===== src/rtl/grff_pkg.sv =====
package grff_pkg;

   // Field widths of the request and response words
   localparam int GRID_W   = 5;
   localparam int SIZE_W   = 5;
   localparam int COORD_W  = 4;
   localparam int TAG_W    = 16;
   localparam int INDEX_W  = 5;
   localparam int COUNT_W  = 6;
   localparam int STATUS_W = 2;

   // Scan arithmetic: a right edge (15 + 31) plus a width (31) stays below 128
   localparam int SCAN_W = 7;

   // Grid size after reset
   localparam logic [GRID_W-1:0] GRID_RESET = 5'd8;

   // Request kinds
   localparam logic REQ_ADD    = 1'b0;
   localparam logic REQ_REMOVE = 1'b1;

   // Response status codes
   localparam logic [STATUS_W-1:0] STATUS_OK        = 2'd0;
   localparam logic [STATUS_W-1:0] STATUS_NO_SPACE  = 2'd1;
   localparam logic [STATUS_W-1:0] STATUS_BAD_INDEX = 2'd2;
   localparam logic [STATUS_W-1:0] STATUS_FULL      = 2'd3;

   // Register select, taken from address bit 2
   localparam logic CSR_GRID_COLUMNS = 1'b0;
   localparam logic CSR_GRID_ROWS    = 1'b1;

   typedef struct packed {
      logic               req_type;
      logic [SIZE_W-1:0]  item_width;
      logic [SIZE_W-1:0]  item_height;
      logic [TAG_W-1:0]   item_tag;
      logic [INDEX_W-1:0] remove_index;
   } grff_req_type;

   typedef struct packed {
      logic [STATUS_W-1:0] status;
      logic [COORD_W-1:0]  placed_col;
      logic [COORD_W-1:0]  placed_row;
      logic [INDEX_W-1:0]  entry_index;
      logic [TAG_W-1:0]    entry_tag;
      logic [COUNT_W-1:0]  entry_count;
   } grff_rsp_type;

   // One stored rectangle
   typedef struct packed {
      logic [COORD_W-1:0] left;
      logic [COORD_W-1:0] top;
      logic [SIZE_W-1:0]  width;
      logic [SIZE_W-1:0]  height;
      logic [TAG_W-1:0]   tag;
   } grff_entry_type;

   typedef enum logic [2:0] {
      ST_IDLE,
      ST_POS,
      ST_CMP,
      ST_RM,
      ST_SHIFT,
      ST_DONE
   } grff_state_type;

endpackage


===== src/rtl/grff_entry_ram.sv =====
module grff_entry_ram
   import grff_pkg::*;
#(
   parameter int DEPTH  = 32,
   parameter int ADDR_W = 5
) (
   input  logic                clock,
   input  logic                wr_en,
   input  logic [ADDR_W-1:0]   wr_addr,
   input  grff_entry_type      wr_data,
   input  logic [ADDR_W-1:0]   rd_addr,
   output grff_entry_type      rd_data
);

   grff_entry_type mem [DEPTH];
   grff_entry_type rd_data_ff;

   // Write one entry
   always_ff @(posedge clock) begin
      if (wr_en) begin
         mem[wr_addr] <= wr_data;
      end
   end

   // Registered read
   always_ff @(posedge clock) begin
      rd_data_ff <= mem[rd_addr];
   end

   assign rd_data = rd_data_ff;

endmodule


===== src/rtl/grid_rectangle_first_fit_allocator.sv =====
// Add: a word that is rejected at once goes straight to the done step; otherwise the
//   sequencer scans candidate positions and tests each stored entry at each position.
//   One collision comparator reads one entry a cycle from the entry RAM.
// Remove: reads the entry, then one RAM copy per later entry; a bad index is rejected at once.
// One word at a time; the next word is taken while a finished response still waits.
// Synchronous reset empties the list and sets both grid sides to 8; entries hold no reset.
module grid_rectangle_first_fit_allocator
   import grff_pkg::*;
#(
   parameter int MAX_ENTRIES   = 32,
   parameter int MAX_GRID_SIDE = 16
) (
   input  logic         clock,
   input  logic         reset,
   input  logic         req_valid,
   output logic         req_stall,
   input  grff_req_type req_data,
   output logic         rsp_valid,
   input  logic         rsp_stall,
   output grff_rsp_type rsp_data,
   input  logic         psel,
   input  logic         penable,
   input  logic         pwrite,
   input  logic [2:0]   paddr,
   input  logic [31:0]  pwdata,
   output logic [31:0]  prdata,
   output logic         pready
);

   localparam int ADDR_W = (MAX_ENTRIES > 1) ? $clog2(MAX_ENTRIES) : 1;
   localparam int CNT_W  = $clog2(MAX_ENTRIES + 1);
   localparam logic [SCAN_W-1:0] SIDE_MAX = SCAN_W'(MAX_GRID_SIDE);
   localparam logic [CNT_W-1:0]  CNT_MAX  = CNT_W'(MAX_ENTRIES);

   logic [GRID_W-1:0]  grid_columns_ff;
   logic [GRID_W-1:0]  grid_rows_ff;

   grff_state_type     state_ff, state_in;
   logic [CNT_W-1:0]   count_ff, count_in;
   logic [CNT_W-1:0]   idx_ff, idx_in;
   logic [SCAN_W-1:0]  col_ff, col_in;
   logic [SCAN_W-1:0]  row_ff, row_in;
   logic [SIZE_W-1:0]  width_ff, width_in;
   logic [SIZE_W-1:0]  height_ff, height_in;
   logic [TAG_W-1:0]   tag_ff, tag_in;
   grff_rsp_type       res_ff, res_in;
   logic               rsp_valid_ff, rsp_valid_in;
   grff_rsp_type       rsp_data_ff, rsp_data_in;

   logic               wr_en;
   logic [ADDR_W-1:0]  wr_addr;
   grff_entry_type     wr_data;
   grff_entry_type     rd_data;
   logic [CNT_W-1:0]   shift_addr;
   logic [CNT_W-1:0]   idx_next;
   logic               place;

   logic [SCAN_W-1:0]  cols_ext, rows_ext, cols_lim, rows_lim;
   logic [SCAN_W-1:0]  c_end, r_end, ent_left, ent_top, ent_right, ent_bottom;
   logic               collide;

   // Configuration registers
   always_ff @(posedge clock) begin
      if (reset) begin
         grid_columns_ff <= GRID_RESET;
         grid_rows_ff    <= GRID_RESET;
      end else if (psel && penable && pwrite && pready) begin
         unique case (paddr[2])
            CSR_GRID_COLUMNS: grid_columns_ff <= pwdata[GRID_W-1:0];
            CSR_GRID_ROWS:    grid_rows_ff    <= pwdata[GRID_W-1:0];
         endcase
      end
   end

   assign pready = 1'b1;
   assign prdata = (paddr[2] == CSR_GRID_ROWS) ? 32'(grid_rows_ff) : 32'(grid_columns_ff);

   // Saturate the grid sides
   assign cols_ext = SCAN_W'(grid_columns_ff);
   assign rows_ext = SCAN_W'(grid_rows_ff);
   assign cols_lim = (cols_ext > SIDE_MAX) ? SIDE_MAX : cols_ext;
   assign rows_lim = (rows_ext > SIDE_MAX) ? SIDE_MAX : rows_ext;

   // Shared overlap test of the candidate against one stored entry
   assign c_end      = col_ff + SCAN_W'(width_ff);
   assign r_end      = row_ff + SCAN_W'(height_ff);
   assign ent_left   = SCAN_W'(rd_data.left);
   assign ent_top    = SCAN_W'(rd_data.top);
   assign ent_right  = ent_left + SCAN_W'(rd_data.width);
   assign ent_bottom = ent_top + SCAN_W'(rd_data.height);
   assign collide    = (col_ff < ent_right) && (c_end > ent_left) &&
                       (row_ff < ent_bottom) && (r_end > ent_top);

   assign idx_next   = idx_ff + 1'b1;
   assign shift_addr = idx_ff - 1'b1;

   // Sequencer: next state and datapath controls
   always_comb begin
      state_in     = state_ff;
      count_in     = count_ff;
      idx_in       = idx_ff;
      col_in       = col_ff;
      row_in       = row_ff;
      width_in     = width_ff;
      height_in    = height_ff;
      tag_in       = tag_ff;
      res_in       = res_ff;
      rsp_valid_in = rsp_valid_ff && rsp_stall;
      rsp_data_in  = rsp_data_ff;
      wr_en        = 1'b0;
      wr_addr      = count_ff[ADDR_W-1:0];
      wr_data      = '{left: col_ff[COORD_W-1:0], top: row_ff[COORD_W-1:0],
                       width: width_ff, height: height_ff, tag: tag_ff};
      place        = 1'b0;

      unique case (state_ff)
         ST_IDLE: begin
            if (req_valid) begin
               width_in  = req_data.item_width;
               height_in = req_data.item_height;
               tag_in    = req_data.item_tag;
               col_in    = '0;
               row_in    = '0;
               res_in    = '0;
               if (req_data.req_type == REQ_ADD) begin
                  if (count_ff >= CNT_MAX) begin
                     res_in.status = STATUS_FULL;
                     state_in      = ST_DONE;
                  end else if (req_data.item_width == '0 || req_data.item_height == '0) begin
                     res_in.status = STATUS_NO_SPACE;
                     state_in      = ST_DONE;
                  end else begin
                     state_in = ST_POS;
                  end
               end else begin
                  if (32'(req_data.remove_index) >= 32'(count_ff)) begin
                     res_in.status = STATUS_BAD_INDEX;
                     state_in      = ST_DONE;
                  end else begin
                     idx_in   = CNT_W'(req_data.remove_index);
                     state_in = ST_RM;
                  end
               end
            end
         end

         ST_POS: begin
            if (r_end > rows_lim) begin
               res_in.status = STATUS_NO_SPACE;
               state_in      = ST_DONE;
            end else if (c_end > cols_lim) begin
               col_in = '0;
               row_in = row_ff + 1'b1;
            end else if (count_ff == '0) begin
               place = 1'b1;
            end else begin
               idx_in   = '0;
               state_in = ST_CMP;
            end
         end

         ST_CMP: begin
            if (collide) begin
               // every column up to this entry's right edge overlaps it
               col_in   = ent_right;
               state_in = ST_POS;
            end else if (idx_next == count_ff) begin
               place = 1'b1;
            end else begin
               idx_in = idx_next;
            end
         end

         ST_RM: begin
            res_in.status      = STATUS_OK;
            res_in.placed_col  = rd_data.left;
            res_in.placed_row  = rd_data.top;
            res_in.entry_index = INDEX_W'(idx_ff);
            res_in.entry_tag   = rd_data.tag;
            idx_in             = idx_next;
            state_in           = ST_SHIFT;
         end

         ST_SHIFT: begin
            // move each later entry down by one
            if (idx_ff < count_ff) begin
               wr_en   = 1'b1;
               wr_addr = shift_addr[ADDR_W-1:0];
               wr_data = rd_data;
               idx_in  = idx_next;
            end else begin
               count_in = count_ff - 1'b1;
               state_in = ST_DONE;
            end
         end

         ST_DONE: begin
            if (!rsp_valid_ff || !rsp_stall) begin
               rsp_valid_in             = 1'b1;
               rsp_data_in              = res_ff;
               rsp_data_in.entry_count  = COUNT_W'(count_ff);
               state_in                 = ST_IDLE;
            end
         end

         default: begin
            state_in = ST_IDLE;
         end
      endcase

      // Append the rectangle at the end of the list
      if (place) begin
         wr_en              = 1'b1;
         res_in.status      = STATUS_OK;
         res_in.placed_col  = col_ff[COORD_W-1:0];
         res_in.placed_row  = row_ff[COORD_W-1:0];
         res_in.entry_index = INDEX_W'(count_ff);
         res_in.entry_tag   = tag_ff;
         count_in           = count_ff + 1'b1;
         state_in           = ST_DONE;
      end
   end

   // Control registers
   always_ff @(posedge clock) begin
      if (reset) begin
         state_ff     <= ST_IDLE;
         count_ff     <= '0;
         rsp_valid_ff <= 1'b0;
      end else begin
         state_ff     <= state_in;
         count_ff     <= count_in;
         rsp_valid_ff <= rsp_valid_in;
      end
   end

   // Datapath registers
   always_ff @(posedge clock) begin
      idx_ff      <= idx_in;
      col_ff      <= col_in;
      row_ff      <= row_in;
      width_ff    <= width_in;
      height_ff   <= height_in;
      tag_ff      <= tag_in;
      res_ff      <= res_in;
      rsp_data_ff <= rsp_data_in;
   end

   assign req_stall = (state_ff != ST_IDLE);
   assign rsp_valid = rsp_valid_ff;
   assign rsp_data  = rsp_data_ff;

   grff_entry_ram #(
      .DEPTH  (MAX_ENTRIES),
      .ADDR_W (ADDR_W)
   ) u_entry_ram (
      .clock   (clock),
      .wr_en   (wr_en),
      .wr_addr (wr_addr),
      .wr_data (wr_data),
      .rd_addr (idx_in[ADDR_W-1:0]),
      .rd_data (rd_data)
   );

   // The list never grows past its bound
   a_count_bound: assert property (@(posedge clock) disable iff (reset)
      count_ff <= CNT_MAX)
      else $error("entry count above bound");

   // An accepted word always starts work
   a_accept_busy: assert property (@(posedge clock) disable iff (reset)
      (req_valid && !req_stall) |=> (state_ff != ST_IDLE))
      else $error("accepted word left the sequencer idle");

   // A new response only comes out of the done step
   a_rsp_from_done: assert property (@(posedge clock) disable iff (reset)
      $rose(rsp_valid_ff) |-> $past(state_ff == ST_DONE))
      else $error("response raised outside the done step");

   // The count moves by one per request
   a_count_step: assert property (@(posedge clock) disable iff (reset)
      (!$past(reset) && count_ff != $past(count_ff)) |->
      (count_ff == $past(count_ff) + 1'b1 || count_ff == $past(count_ff) - 1'b1))
      else $error("entry count jumped");

   // The entry RAM is written only while placing or shifting
   a_write_busy: assert property (@(posedge clock) disable iff (reset)
      wr_en |-> (state_ff == ST_POS || state_ff == ST_CMP || state_ff == ST_SHIFT))
      else $error("entry write outside placement or shift");

endmodule

===== config.mk =====
export PLATFORM = sky130hd
export DESIGN_NAME = grid_rectangle_first_fit_allocator
export DESIGN_NICKNAME = d
export VERILOG_FILES = /design/src/rtl/grff_pkg.sv /design/src/rtl/grff_entry_ram.sv /design/src/rtl/grid_rectangle_first_fit_allocator.sv
export SDC_FILE = /design/constraint.sdc
export NUM_CORES = 2
export LEC_CHECK = 0
export BUFFER_PORTS_ARGS = -buffer_cell sky130_fd_sc_hd__buf_4
export CORE_ASPECT_RATIO = 1.2
export CORE_MARGIN = 5
export CORE_UTILIZATION = 45
export CTS_CLUSTER_SIZE = 24
export DETAILED_ROUTE_END_ITERATION = 6
export GPL_TIMING_DRIVEN = 0
export PLACE_DENSITY = 0.68
export SYNTH_ARGS = -nofsm -noshare
export SYNTH_HDL_FRONTEND = slang
export SYNTH_SLANG_ARGS = --single-unit

===== constraint.sdc =====
create_clock -name clock -period 9.4 [get_ports clock]
set_input_delay 0.94 -clock clock [delete_from_list [all_inputs] [get_ports clock]]
set_output_delay 0.94 -clock clock [all_outputs]
set_load 0.005 [all_outputs]

==> impl_metrics.ini <==
[status]
status = finished clean

[floorplan]
die_area_mm2 = 0.120
start_util_pct = 45.3
io_pins = 146
core_mm2 = 0.113
chipWidth_um = 318
die_h_um = 379
rows = 135

[global_route]
antenna_found_initial = 2
grt_start_max_net_pins = 33
grt_pass1_vias = 27900
grt.overflow.total = 0
grt_pass1_wl_mm = 183
grt_usage_pct = 20.2

[layout]
synthToLayoutAreaGrowth_pct = 15.1
drive_gt1_share_pct = 14.5
nets = 3635
stdcell_area_mm2 = 0.0588
n_antenna_cell = 0

[sta]
min_period_over_period_pct = 73.2
setup_tns_ns = 0
hold_viol_final = 0
worstMarginPinSlew_ns = 1.46
clock_skew_ns = 0.0379
timing.fmax_ghz = 0.145
rsz0062_at_grt = no
slew_headroom_pct = 2.64
setup_violations = 0
whs_ns = 0.403
drv_slew = 0
period_minus_slack_ns = 6.88

[power]
p_total_w = 0.0224
power.share.clock_pct = 20.9
combPwrFrac_pct = 45.2
p_switching_w = 0.00897
seq_power_share_pct = 33.9
leakage_nw = 20.7
internal-power_w = 0.0134
switching_share_pct = 40.1
peakVddDrop_mv = 0.286
p_per_area_mw_per_mm2 = 381

[clocking]
htreeDepth = 3
post_cts_resized = 0
ctsHoldBuffers = 0
cts_tree = yes
cts_root_buf = clkbuf_16
post_cts_buffers = 0
clk_latency_ns = 0.71
clock_path_buffers = 3
cts_made_buffers = 118
cts.sink_count = 1255
path_clk_slew_ns = 0.06

[critical_path]
cp.arrival_ns = 7.45
r2r_cells = 23
end_kind = flip-flop
crit_chain = ha_1, fa_1, a21o_1, a21oi_1, xnor2_1, ha_1, nor2_1, a21oi_1, a211oi_4, nand2_1, or3_1, o21a_1, clkbuf_1, inv_1, clkbuf_1, buf_1, fa_1, inv_1, a21o_1, a21oi_1, xnor2_1, a21oi_1, nor2_1
crit_type = reg -> reg
slowest_stage = clkbuf_1
slowest_delay_ns = 0.90
crit_top_cell = a21oi_1
crit_required_ns = 9.97
r2r_slack_ns = 2.52
worst_setup_path_start_kind = flip-flop
crit_fanout = 14

[min_path]
hold_class = in -> reg
hold_depth = 1

[yosys]
synth-async-reset-ratio_pct = 0
syn_inst = 3215
synth_flop_cell = edfxtp_1
synth_area_leaders = edfxtp_1, mux2i_1, dfxtp_1
synth_edf_count = 1194
synth_top_area_share_pct = 70.2
yosys_warnings = 0
synth_top_cell_by_area = edfxtp_1
ys_seq_area_share_pct = 72.6
ys_ff_latch = 1255
synth_common_cells = edfxtp_1, mux2i_1, nand2_1
ys_types = 70
synth_area_per_cell_um2 = 15.9
synth_area_mm2 = 0.0511
synth_most_common_cell = edfxtp_1

[route]
drt_iter0_markers = 2743
ant_nets = 0
routed_wl_mm = 126
dr.pass1.iters = 5
via_count = 28600
remaining_drc_errors = 0
vias_per_cell = 5.60
wl_per_cell_um = 24.7

[job]
max_cap_violations = 0

[placed_design]
portBuffers = 86
place.gp.congestion = 0.852
hpwl_mm = 85.4
place_area_mm2 = 0.0549
[sequential cells by signal (all words and copies together), names as in the netlist]
name	cells
res_ff	31
state_ff	3
grid_rows_ff	5
rsp_valid	1
grid_columns_ff	5
height_ff	5
count_ff	6
tag_ff	16
rsp_data	37
row_ff	7
col_ff	6
width_ff	5
u_entry_ram.mem	1088
u_entry_ram.rd_data	34
idx_ff	6
[layout make-up]
cell class,count,area [µm²]
fill,9070,54100
sequential,1255,37100
multi-input combinational,1754,13300
clock buffer,165,3330
tap,1507,1890
timing repair buffer,131,1580
buffer,193,991
clock inverter,58,492
inverter,39,146
[logic make-up (layout without fill, tap and decap cells)]
family | count (synthesis) | in the layout | share of synthesized area [%]
DFF | 1255 | 1255 | 72.6
muxes | 622 | 622 | 12.3
and+or+nand+nor | 596 | 596 | 5.07
AOI/OAI and AO/OA | 403 | 403 | 5.32
buffers and inverters | 232 | 586 | 2.23
adders and majority gates | 70 | 70 | 1.78
xor gates and xnor gates | 35 | 35 | 0.627
other | 2 | 28 | 0.0147
[layout by cell type, fill, tap and decap left out, types with 75 or more instances in the layout]
cell       Yosys  final
a21oi_1      108    106
buf_2         75     75
buf_4         40    126
clkbuf_1      68     98
clkbuf_16      0    121
edfxtp_1    1194   1194
mux2i_1      586    586
nand2_1      314    314
nand3_1       78     78
o22ai_1      101    101
[per-stage QoR]
step,worst slack [ns],instances,utilization (%)
after floorplan,3.86,3241,-
after global placement,0.982,4834,47.6
after detailed placement,2.68,4878,48.7
after CTS,2.67,5101,52.1
after global routing,2.35,5102,52.1
final,2.52,5102,52.1
[critical path, delay by kind of cell (launching register included)]
kind | cells | cell delay, ns
simple gates | 4 | 0.70
flops | 1 | 0.56
compound gates | 8 | 1.41
buf+inv | 5 | 2.35
xor+xnor | 2 | 0.35
fa+ha+maj | 4 | 1.39
[worst paths after layout]
kind	startpoint	end
min reg2reg	res_ff[34]$_DFFE_PP_	rsp_data[34]$_DFFE_PP_
min	req_data[12]	tag_ff[7]$_DFFE_PP_
max reg2reg	height_ff[0]$_DFFE_PP_	count_ff[4]$_SDFFE_PP0P_
max	height_ff[0]$_DFFE_PP_	count_ff[4]$_SDFFE_PP0P_
[power groups by stage]
stage	Sequential (W)	Combinational (W)	Clock [W]
after global routing	0.00762	0.0107	0.00496
after floorplan	0.00760	0.00652	0
after global placement	0.00777	0.00964	0
after detailed placement	0.00769	0.0101	0
final	0.00759	0.0101	0.00467
after CTS	0.00758	0.0101	0.00472
[per-layer routing]
layer	vias to the layer above	wire length, µm	global-route usage [%]
li1	12900	-	-
met3	211	9030	3.98
met4	0	6180	9.34
met2	1127	59500	33.0
met5	-	0	0
met1	14300	51300	26.4
No activity file was read; power rests on OpenSTA's default activity.
